### src/rtl/shs_pkg.sv
package shs_pkg;

	// Calibration rounds over which the slot period is averaged (1 to 7)
	localparam int unsigned CAL_ROUNDS = 3;

	localparam int unsigned ROUND_W   = 3;
	localparam int unsigned REV_W     = 16;
	localparam int unsigned EIGHTHS_W = 16;
	localparam int unsigned PROD_W    = REV_W + EIGHTHS_W;
	localparam int unsigned LEFT_W    = PROD_W - 3;

	localparam logic [ROUND_W-1:0] CAL_LAST   = ROUND_W'(CAL_ROUNDS - 1);
	localparam logic [ROUND_W:0]   CAL_ROUNDS_C = (ROUND_W + 1)'(CAL_ROUNDS);
	localparam logic [REV_W-1:0]   REV_MAX    = {REV_W{1'b1}};

	typedef enum logic [1:0] {
		OP_TICK = 2'd0,
		OP_CAL  = 2'd1,
		OP_RUN  = 2'd2
	} op_t;

	typedef enum logic [1:0] {
		MODE_IDLE = 2'd0,
		MODE_CAL  = 2'd1,
		MODE_RUN  = 2'd2
	} mode_t;

	// Calibration substates: seek past the slot, then count low/high halves
	typedef enum logic [1:0] {
		PH_SEEK_LOW  = 2'd0,
		PH_SEEK_HIGH = 2'd1,
		PH_CNT_LOW   = 2'd2,
		PH_CNT_HIGH  = 2'd3
	} cal_phase_t;

	typedef struct packed {
		logic [1:0]           op;
		logic                 opto_level;
		logic [EIGHTHS_W-1:0] run_eighths;
	} cmd_t;

	typedef struct packed {
		logic [3:0]       coils;
		logic             stepped;
		logic [1:0]       mode;
		logic [REV_W-1:0] steps_per_rev;
		logic             calibrated;
		logic             not_calibrated_error;
		logic             finished;
	} res_t;

	// Eight-pattern half-step sequence
	function automatic logic [3:0] half_step(input logic [2:0] idx);
		logic [3:0] pat;
		case (idx)
			3'd0: pat = 4'd1;
			3'd1: pat = 4'd3;
			3'd2: pat = 4'd2;
			3'd3: pat = 4'd6;
			3'd4: pat = 4'd4;
			3'd5: pat = 4'd12;
			3'd6: pat = 4'd8;
			3'd7: pat = 4'd9;
			default: pat = 4'd0;
		endcase
		return pat;
	endfunction

endpackage

### src/rtl/stepper_half_step_calibrated_run.sv
// Half-step stepper driver with opto-fork calibration and measured runs.
// Each item passes through the input register, then the result register.
// Throughput: one item per cycle while the receiver holds res_ready high, set
// by the single pass of the control logic between the two registers.
// Reset (arst_n low, asynchronous): idle, uncalibrated, coils off, both
// register stages empty.
module stepper_half_step_calibrated_run (
	input  logic          clk,
	input  logic          arst_n,
	input  logic          cmd_valid,
	output logic          cmd_ready,
	input  shs_pkg::cmd_t cmd,
	output logic          res_valid,
	input  logic          res_ready,
	output shs_pkg::res_t res
);

	logic          item_vld_s1;
	shs_pkg::cmd_t item_s1;
	logic          res_vld_s2;
	shs_pkg::res_t res_s2;
	shs_pkg::res_t result;
	logic          advance;

	// s1 moves on when the result register is free or being emptied
	assign advance   = item_vld_s1 && (!res_vld_s2 || res_ready);
	assign cmd_ready = !item_vld_s1 || advance;

	// Input register
	always_ff @(posedge clk or negedge arst_n) begin
		if (!arst_n) begin
			item_vld_s1 <= 1'b0;
		end else if (cmd_ready) begin
			item_vld_s1 <= cmd_valid;
		end
	end

	always_ff @(posedge clk) begin
		if (cmd_valid && cmd_ready) begin
			item_s1 <= cmd;
		end
	end

	shs_ctrl u_ctrl (
		.clk    (clk),
		.arst_n (arst_n),
		.go     (advance),
		.item   (item_s1),
		.result (result)
	);

	// Result register
	always_ff @(posedge clk or negedge arst_n) begin
		if (!arst_n) begin
			res_vld_s2 <= 1'b0;
		end else if (advance) begin
			res_vld_s2 <= 1'b1;
		end else if (res_ready) begin
			res_vld_s2 <= 1'b0;
		end
	end

	always_ff @(posedge clk) begin
		if (advance) begin
			res_s2 <= result;
		end
	end

	assign res_valid = res_vld_s2;
	assign res       = res_s2;

`ifndef SYNTHESIS
	// a command item never drives a step
	a_cmd_no_step: assert property (@(posedge clk) disable iff (!arst_n)
		advance && item_s1.op != shs_pkg::OP_TICK |=> !res_s2.stepped)
		else $error("command item drove a step");

	// the error only comes from an uncalibrated, idle block
	a_err_idle: assert property (@(posedge clk) disable iff (!arst_n)
		res_vld_s2 && res_s2.not_calibrated_error |->
			!res_s2.calibrated && res_s2.mode == shs_pkg::MODE_IDLE)
		else $error("error flagged while calibrated or busy");

	// a step leaves the block busy unless it ends the run
	a_step_busy: assert property (@(posedge clk) disable iff (!arst_n)
		res_vld_s2 && res_s2.stepped |->
			res_s2.mode != shs_pkg::MODE_IDLE || res_s2.finished)
		else $error("step reported in idle without finish");

	// an empty input stage always takes an item
	a_ready_empty: assert property (@(posedge clk) disable iff (!arst_n)
		!item_vld_s1 |-> cmd_ready)
		else $error("empty input stage refused an item");
`endif

endmodule

### src/rtl/shs_ctrl.sv
module shs_ctrl (
	input  logic          clk,
	input  logic          arst_n,
	input  logic          go,
	input  shs_pkg::cmd_t item,
	output shs_pkg::res_t result
);

	shs_pkg::mode_t      mode_q, mode_d;
	shs_pkg::cal_phase_t phase_q, phase_d;
	logic [shs_pkg::ROUND_W-1:0] round_q, round_d;
	// step tally kept as quotient and remainder by CAL_ROUNDS
	logic [shs_pkg::REV_W-1:0]   quot_q, quot_d;
	logic [shs_pkg::ROUND_W-1:0] rem_q, rem_d;
	logic [shs_pkg::REV_W-1:0]   rev_q, rev_d;
	logic [2:0]                  coil_phase_q, coil_phase_d;
	logic [shs_pkg::LEFT_W-1:0]  left_q, left_d;
	logic [3:0]                  coil_q, coil_d;

	logic                        step_en, count_en, stepped, err, fin;
	logic [shs_pkg::ROUND_W:0]   round_inc;
	logic [shs_pkg::PROD_W-1:0]  prod;
	logic [shs_pkg::LEFT_W-1:0]  left_dec;

	// State registers
	always_ff @(posedge clk or negedge arst_n) begin
		if (!arst_n) begin
			mode_q       <= shs_pkg::MODE_IDLE;
			phase_q      <= shs_pkg::PH_SEEK_LOW;
			round_q      <= '0;
			quot_q       <= '0;
			rem_q        <= '0;
			rev_q        <= '0;
			coil_phase_q <= '0;
			left_q       <= '0;
			coil_q       <= '0;
		end else if (go) begin
			mode_q       <= mode_d;
			phase_q      <= phase_d;
			round_q      <= round_d;
			quot_q       <= quot_d;
			rem_q        <= rem_d;
			rev_q        <= rev_d;
			coil_phase_q <= coil_phase_d;
			left_q       <= left_d;
			coil_q       <= coil_d;
		end
	end

	assign round_inc = {1'b0, round_q} + {{shs_pkg::ROUND_W{1'b0}}, 1'b1};
	assign prod      = rev_q * item.run_eighths;
	assign left_dec  = (left_q != '0) ? left_q - 1'b1 : '0;

	// Next state for one item
	always_comb begin
		mode_d   = mode_q;
		phase_d  = phase_q;
		round_d  = round_q;
		rev_d    = rev_q;
		left_d   = left_q;
		step_en  = 1'b0;
		count_en = 1'b0;
		err      = 1'b0;
		fin      = 1'b0;
		case (shs_pkg::op_t'(item.op))
			shs_pkg::OP_TICK: begin
				case (mode_q)
					shs_pkg::MODE_CAL: begin
						// at most one phase hop per tick; each tick steps unless it ends calibration
						case (phase_q)
							shs_pkg::PH_SEEK_LOW: begin
								step_en = 1'b1;
								if (item.opto_level) begin
									phase_d = shs_pkg::PH_SEEK_HIGH;
								end
							end
							shs_pkg::PH_SEEK_HIGH: begin
								step_en = 1'b1;
								if (!item.opto_level) begin
									phase_d  = shs_pkg::PH_CNT_LOW;
									count_en = 1'b1;
								end
							end
							shs_pkg::PH_CNT_LOW: begin
								step_en  = 1'b1;
								count_en = 1'b1;
								if (item.opto_level) begin
									phase_d = shs_pkg::PH_CNT_HIGH;
								end
							end
							default: begin
								if (item.opto_level) begin
									step_en  = 1'b1;
									count_en = 1'b1;
								end else if (round_inc >= shs_pkg::CAL_ROUNDS_C) begin
									// last round done: store the average
									rev_d   = quot_q;
									mode_d  = shs_pkg::MODE_IDLE;
									phase_d = shs_pkg::PH_SEEK_LOW;
									round_d = '0;
									fin     = 1'b1;
								end else begin
									round_d  = round_inc[shs_pkg::ROUND_W-1:0];
									phase_d  = shs_pkg::PH_CNT_LOW;
									step_en  = 1'b1;
									count_en = 1'b1;
								end
							end
						endcase
					end
					shs_pkg::MODE_RUN: begin
						step_en = 1'b1;
						left_d  = left_dec;
						if (left_dec == '0) begin
							mode_d = shs_pkg::MODE_IDLE;
							fin    = 1'b1;
						end
					end
					default: begin
					end
				endcase
			end
			shs_pkg::OP_CAL: begin
				if (mode_q == shs_pkg::MODE_IDLE) begin
					mode_d  = shs_pkg::MODE_CAL;
					phase_d = shs_pkg::PH_SEEK_LOW;
					round_d = '0;
					rev_d   = '0;
				end
			end
			shs_pkg::OP_RUN: begin
				if (mode_q == shs_pkg::MODE_IDLE) begin
					if (rev_q == '0) begin
						err = 1'b1;
					end else begin
						left_d = prod[shs_pkg::PROD_W-1:3];
						if (prod[shs_pkg::PROD_W-1:3] == '0) begin
							fin = 1'b1;
						end else begin
							mode_d = shs_pkg::MODE_RUN;
						end
					end
				end
			end
			default: begin
			end
		endcase
	end

	// Tally: cleared on calibration start, saturates at the top quotient
	always_comb begin
		quot_d = quot_q;
		rem_d  = rem_q;
		if (shs_pkg::op_t'(item.op) == shs_pkg::OP_CAL && mode_q == shs_pkg::MODE_IDLE) begin
			quot_d = '0;
			rem_d  = '0;
		end else if (count_en && quot_q != shs_pkg::REV_MAX) begin
			if (rem_q == shs_pkg::CAL_LAST) begin
				rem_d  = '0;
				quot_d = quot_q + 1'b1;
			end else begin
				rem_d = rem_q + 1'b1;
			end
		end
	end

	// Coil sequencer
	always_comb begin
		coil_d       = coil_q;
		coil_phase_d = coil_phase_q;
		if (step_en) begin
			coil_d       = shs_pkg::half_step(coil_phase_q);
			coil_phase_d = coil_phase_q + 1'b1;
		end
	end

	assign stepped = step_en;

	always_comb begin
		result.coils                = coil_d;
		result.stepped              = stepped;
		result.mode                 = mode_d;
		result.steps_per_rev        = rev_d;
		result.calibrated           = (rev_d != '0);
		result.not_calibrated_error = err;
		result.finished             = fin;
	end

endmodule

### config.mk
export PLATFORM = sky130hd
export DESIGN_NAME = stepper_half_step_calibrated_run
export DESIGN_NICKNAME = d
export VERILOG_FILES = /design/src/rtl/shs_pkg.sv /design/src/rtl/stepper_half_step_calibrated_run.sv /design/src/rtl/shs_ctrl.sv
export SDC_FILE = /design/constraint.sdc
export NUM_CORES = 1
export LEC_CHECK = 0
export BUFFER_PORTS_ARGS = -buffer_cell sky130_fd_sc_hd__buf_2
export CORE_MARGIN = 2
export CORE_UTILIZATION = 45
export CTS_BUF_LIST = sky130_fd_sc_hd__clkbuf_8
export CTS_CLUSTER_SIZE = 40
export DETAILED_ROUTE_END_ITERATION = 10
export GPL_ROUTABILITY_DRIVEN = 0
export HOLD_SLACK_MARGIN = 0.03
export MAX_ROUTING_LAYER = met4
export SETUP_SLACK_MARGIN = 0.15
export SYNTH_ARGS = -nofsm -noshare
export SYNTH_HDL_FRONTEND = slang
export SYNTH_HIERARCHICAL = 1
export SYNTH_SLANG_ARGS = --single-unit
### constraint.sdc
create_clock -name clk -period 8.4 [get_ports clk]
set_input_delay 1.26 -clock clk [delete_from_list [all_inputs] [get_ports clk]]
set_output_delay 1.26 -clock clk [all_outputs]
set_load 0.05 [all_outputs]
==> impl_metrics.yaml <==
critical_path:
  crit_type: "register to register"
  cp_common_cell: "fa_1"
  startpoint_type: "register"
  reg2reg_from: "u_ctrl/rev_q[14]$_DFFE_PN0P_"
  end_kind: "register"
  required_ps: 8610
  ff2ff_path_depth: 21
  regToRegEndpoint: "res[20]$_DFFE_PP_"
  worstPathArrival_ps: 7830
  slowest_delay_ps: 900
  cp_top_family: "adder cells"
  critPathBufInv: 3
  r2r_slack_ps: 780
  crit_slowest_cell: "dfrtp_1"
  cp_cell_sequence: "nand2_1 -> fa_1 -> fa_1 -> inv_1 -> fa_1 -> inv_1 -> fa_1 -> fa_1 -> fa_1 -> inv_1 -> ha_1 -> nand2_1 -> nor4_1 -> and2_1 -> a221o_1 -> nor2_1 -> xor2_1 -> or4bb_1 -> nor4b_1 -> and4_1 -> o32ai_1"
  path_max_fanout: 19
final_layout:
  final_common_cell: "nand2_1"
  nFillCells: 3111
  num-nets-final: 1944
  fin_cells: 2068
  final_cell_mix: "nand2_1 (267), inv_1 (205), fa_1 (194)"
  area_delta_synth_final_pct: 6.19
  final_core_util_pct: 48.4
  layout-drive-gt1-share_pct: 7.51
synth:
  synth_top_cell_by_area: "fa_1"
  synthArstFlopShare_pct: 64.0
  synth_fa_ha_area_share_pct: 35.9
  ys_types: 75
  synth-simple-area-share_pct: 19.2
  synth_top_area_share_pct: 26.2
  syn-cell-area_um2: 14800
  avgSynthCellArea_um2: 9.11
  synth_compound_area_share_pct: 9.98
  synth_top_family_by_area: "adder cells"
  synthXorXnorAreaFrac_pct: 2.94
  synth_edf_count: 45
  ys.flop_type: "dfrtp_1"
  netlist_top_cells_area: "fa_1 (26%), dfrtp_1 (13%), ha_1 (9.7%), edfxtp_1 (9.1%), nand2_1 (6.8%)"
  ys_seq_elements: 125
  syn_nets: 1961
  synth_cells: 1629
  seq_area_frac_synth_pct: 22.6
  yosysWarnings: 6
  synthMuxAreaShare_pct: 1.70
routing:
  route.detailed.drc: 0
  drt-pass1-iter-count: 5
  wl_um: 37500
  wl_per_cell_um: 18.2
  drt-vias-per-instance: 5.50
  ant_nets: 0
  first_iter_violations: 868
  vias: 11370
global_route:
  grt_max_degree: 81
  antenna_found_initial: 1
  grt_use_total_pct: 23.9
  grt-ovfl-total: 0
  grt_pass1_wl_um: 62000
  grt_pass1_vias: 11487
pwr:
  total_power_mw: 1.86
  clkPwrFrac_pct: 31.7
  p_int_mw: 1.20
  p_seq_share_pct: 42.3
  p_switching_uw: 657
  netSwitchingFraction_pct: 35.4
  peakVddDrop_v: 0.000141
  power_density_nw_per_um2: 118
  p_comb_share_pct: 26.0
  p_leak_nw: 6.58
clock_network:
  root_buffer: "clkbuf_8"
  cts_resized: 0
  htreeDepth: 4
  cts_setup_buffers: 0
  numCtsBuffers: 17
  hold_buffers: 0
  clock_path_buffers: 2
  cts_tree: "done"
  clkLatencyLatePin_ps: 470
  clkTransAtPathRegs_ps: 100
  cts_sinks: 125
place:
  place_hpwl_um: 28800
  io_buffers: 50
  dp_cells: 2035
hold_path:
  hold_start: "u_ctrl/coil_q[1]$_DFFE_PN0P_"
  holdPathEnd: "u_ctrl/coil_q[1]$_DFFE_PN0P_"
  hp-class: "register to register"
  holdPathStages: 2
timing:
  timing.slew.headroom_pct: 28.8
  setup_viol: 0
  fmax_ghz: 0.131
  finalHoldViolCount: 0
  slew_violations: 0
  tightest_slew_ps: 1070
  fin_crit_ps: 7620
  fin_crit_sh_pct: 90.7
  grt_setup_unrepaired: "no"
  clock_skew_ps: 25.6
  fin_tns_setup_ps: 0
die:
  core_um2: 32500
  die-width_um: 186
  rows: 66
  dieArea_um2: 34500
  initial_utilization_pct: 45.6
  pin_count: 51
  die_h_um: 186
outcome:
  status: "complete, no violations"
flow_run:
  maxCapViolations: 0
-- sequential cells by signal, summed over array words and instances (netlist names) --
name,count
u_ctrl/left_q,29
res,26
item_s1,19
u_ctrl/quot_q,16
u_ctrl/rev_q,16
u_ctrl/coil_q,4
u_ctrl/coil_phase_q,3
u_ctrl/rem_q,3
u_ctrl/round_q,3
u_ctrl/mode_q,2
u_ctrl/phase_q,2
item_vld_s1,1
res_valid,1
-- power groups by stage --
stage	logic [mW]	registers [mW]	clock network, mW
floorplan	0.330	0.801	0
global placement	0.468	0.794	0
detailed placement	0.477	0.796	0
CTS	0.481	0.784	0.607
global route	0.535	0.797	0.631
finish	0.482	0.784	0.589
-- per-layer routing --
| layer | wire [um] | part of all wire (%) | global-route usage [%] |
|---|---|---|---|
| met5 | 0 | 0 | - |
| met4 | 658 | 1.8 | 5.04 |
| met3 | 2490 | 6.6 | 5.79 |
| met2 | 17200 | 46 | 36.1 |
| met1 | 17200 | 46 | 32.9 |
-- cells by family (layout without fill, tap and decap cells) --
| logic type | count (synthesis) | count (layout) |
|---|---|---|
| AOI/OAI and AO/OA | 243 | 243 |
| xor gates and xnor gates | 49 | 49 |
| adders and majority gates | 310 | 310 |
| buffers and inverters | 295 | 291 |
| DFF | 125 | 125 |
| muxes | 23 | 23 |
| other | 0 | 1 |
| and+or+nand+nor | 584 | 584 |
-- worst reg2reg max path, cell delays in order (launching register included) --
cell and delay, ps:
dfrtp_1 900, nand2_1 190, fa_1 540, fa_1 550, inv_1 50, fa_1 490
inv_1 50, fa_1 560, fa_1 430, fa_1 540, inv_1 60, ha_1 410
nand2_1 160, nor4_1 400, and2_1 190, a221o_1 190, nor2_1 80, xor2_1 250
or4bb_1 500, nor4b_1 430, and4_1 300, o32ai_1 80
-- synthesized netlist by cell type, types with 12 or more instances --
master    number
fa_1         194
nand3_1       12
nor2_1        64
nand2_1      267
nor3_1        31
nor4_1        24
edfxtp_1      45
xor2_1        17
nand2b_1      15
inv_1        202
nand4_1       19
xnor2_1       31
and2_1       103
dfrtp_1       80
a21oi_1       58
clkbuf_1      80
o21ai_0       98
mux2_2        18
ha_1         115
-- worst max-delay path by stage --
stage	start	endpoint	slack [ps]	cells past startpoint
floorplan	u_ctrl/rev_q[13]$_DFFE_PN0P_	res[0]$_DFFE_PP_	1580	25
global placement	u_ctrl/rev_q[14]$_DFFE_PN0P_	res[20]$_DFFE_PP_	970	21
detailed placement	u_ctrl/rev_q[14]$_DFFE_PN0P_	u_ctrl/mode_q[0]$_DFFE_PN0P_	900	21
CTS	u_ctrl/rev_q[14]$_DFFE_PN0P_	res[20]$_DFFE_PP_	870	21
global route	u_ctrl/rev_q[14]$_DFFE_PN0P_	u_ctrl/mode_q[0]$_DFFE_PN0P_	500	21
finish	u_ctrl/rev_q[14]$_DFFE_PN0P_	res[20]$_DFFE_PP_	780	21
-- area by class of cell --
class                           count  area (um2)  area share, %
Multi-Input combinational cell   1209       10400           65.8
Sequential cell                   125        3350           21.3
Inverter                          202         758           4.81
Tap cell                          442         553           3.51
Timing Repair Buffer               57         305           1.94
Clock buffer                       20         275           1.75
Clock inverter                     12         146          0.929
Antenna cell                        1        2.50         0.0159
-- per-stage QoR --
step	hold WS, ps	setup slack, ps	area, um2
2_1_floorplan	448	1580	14800
6_report	487	780	15800
5_1_grt	518	497	15800
4_1_cts	492	870	15800
3_5_place_dp	473	899	15300
3_3_place_gp	460	970	15300
(Power assumes the default switching activity.)
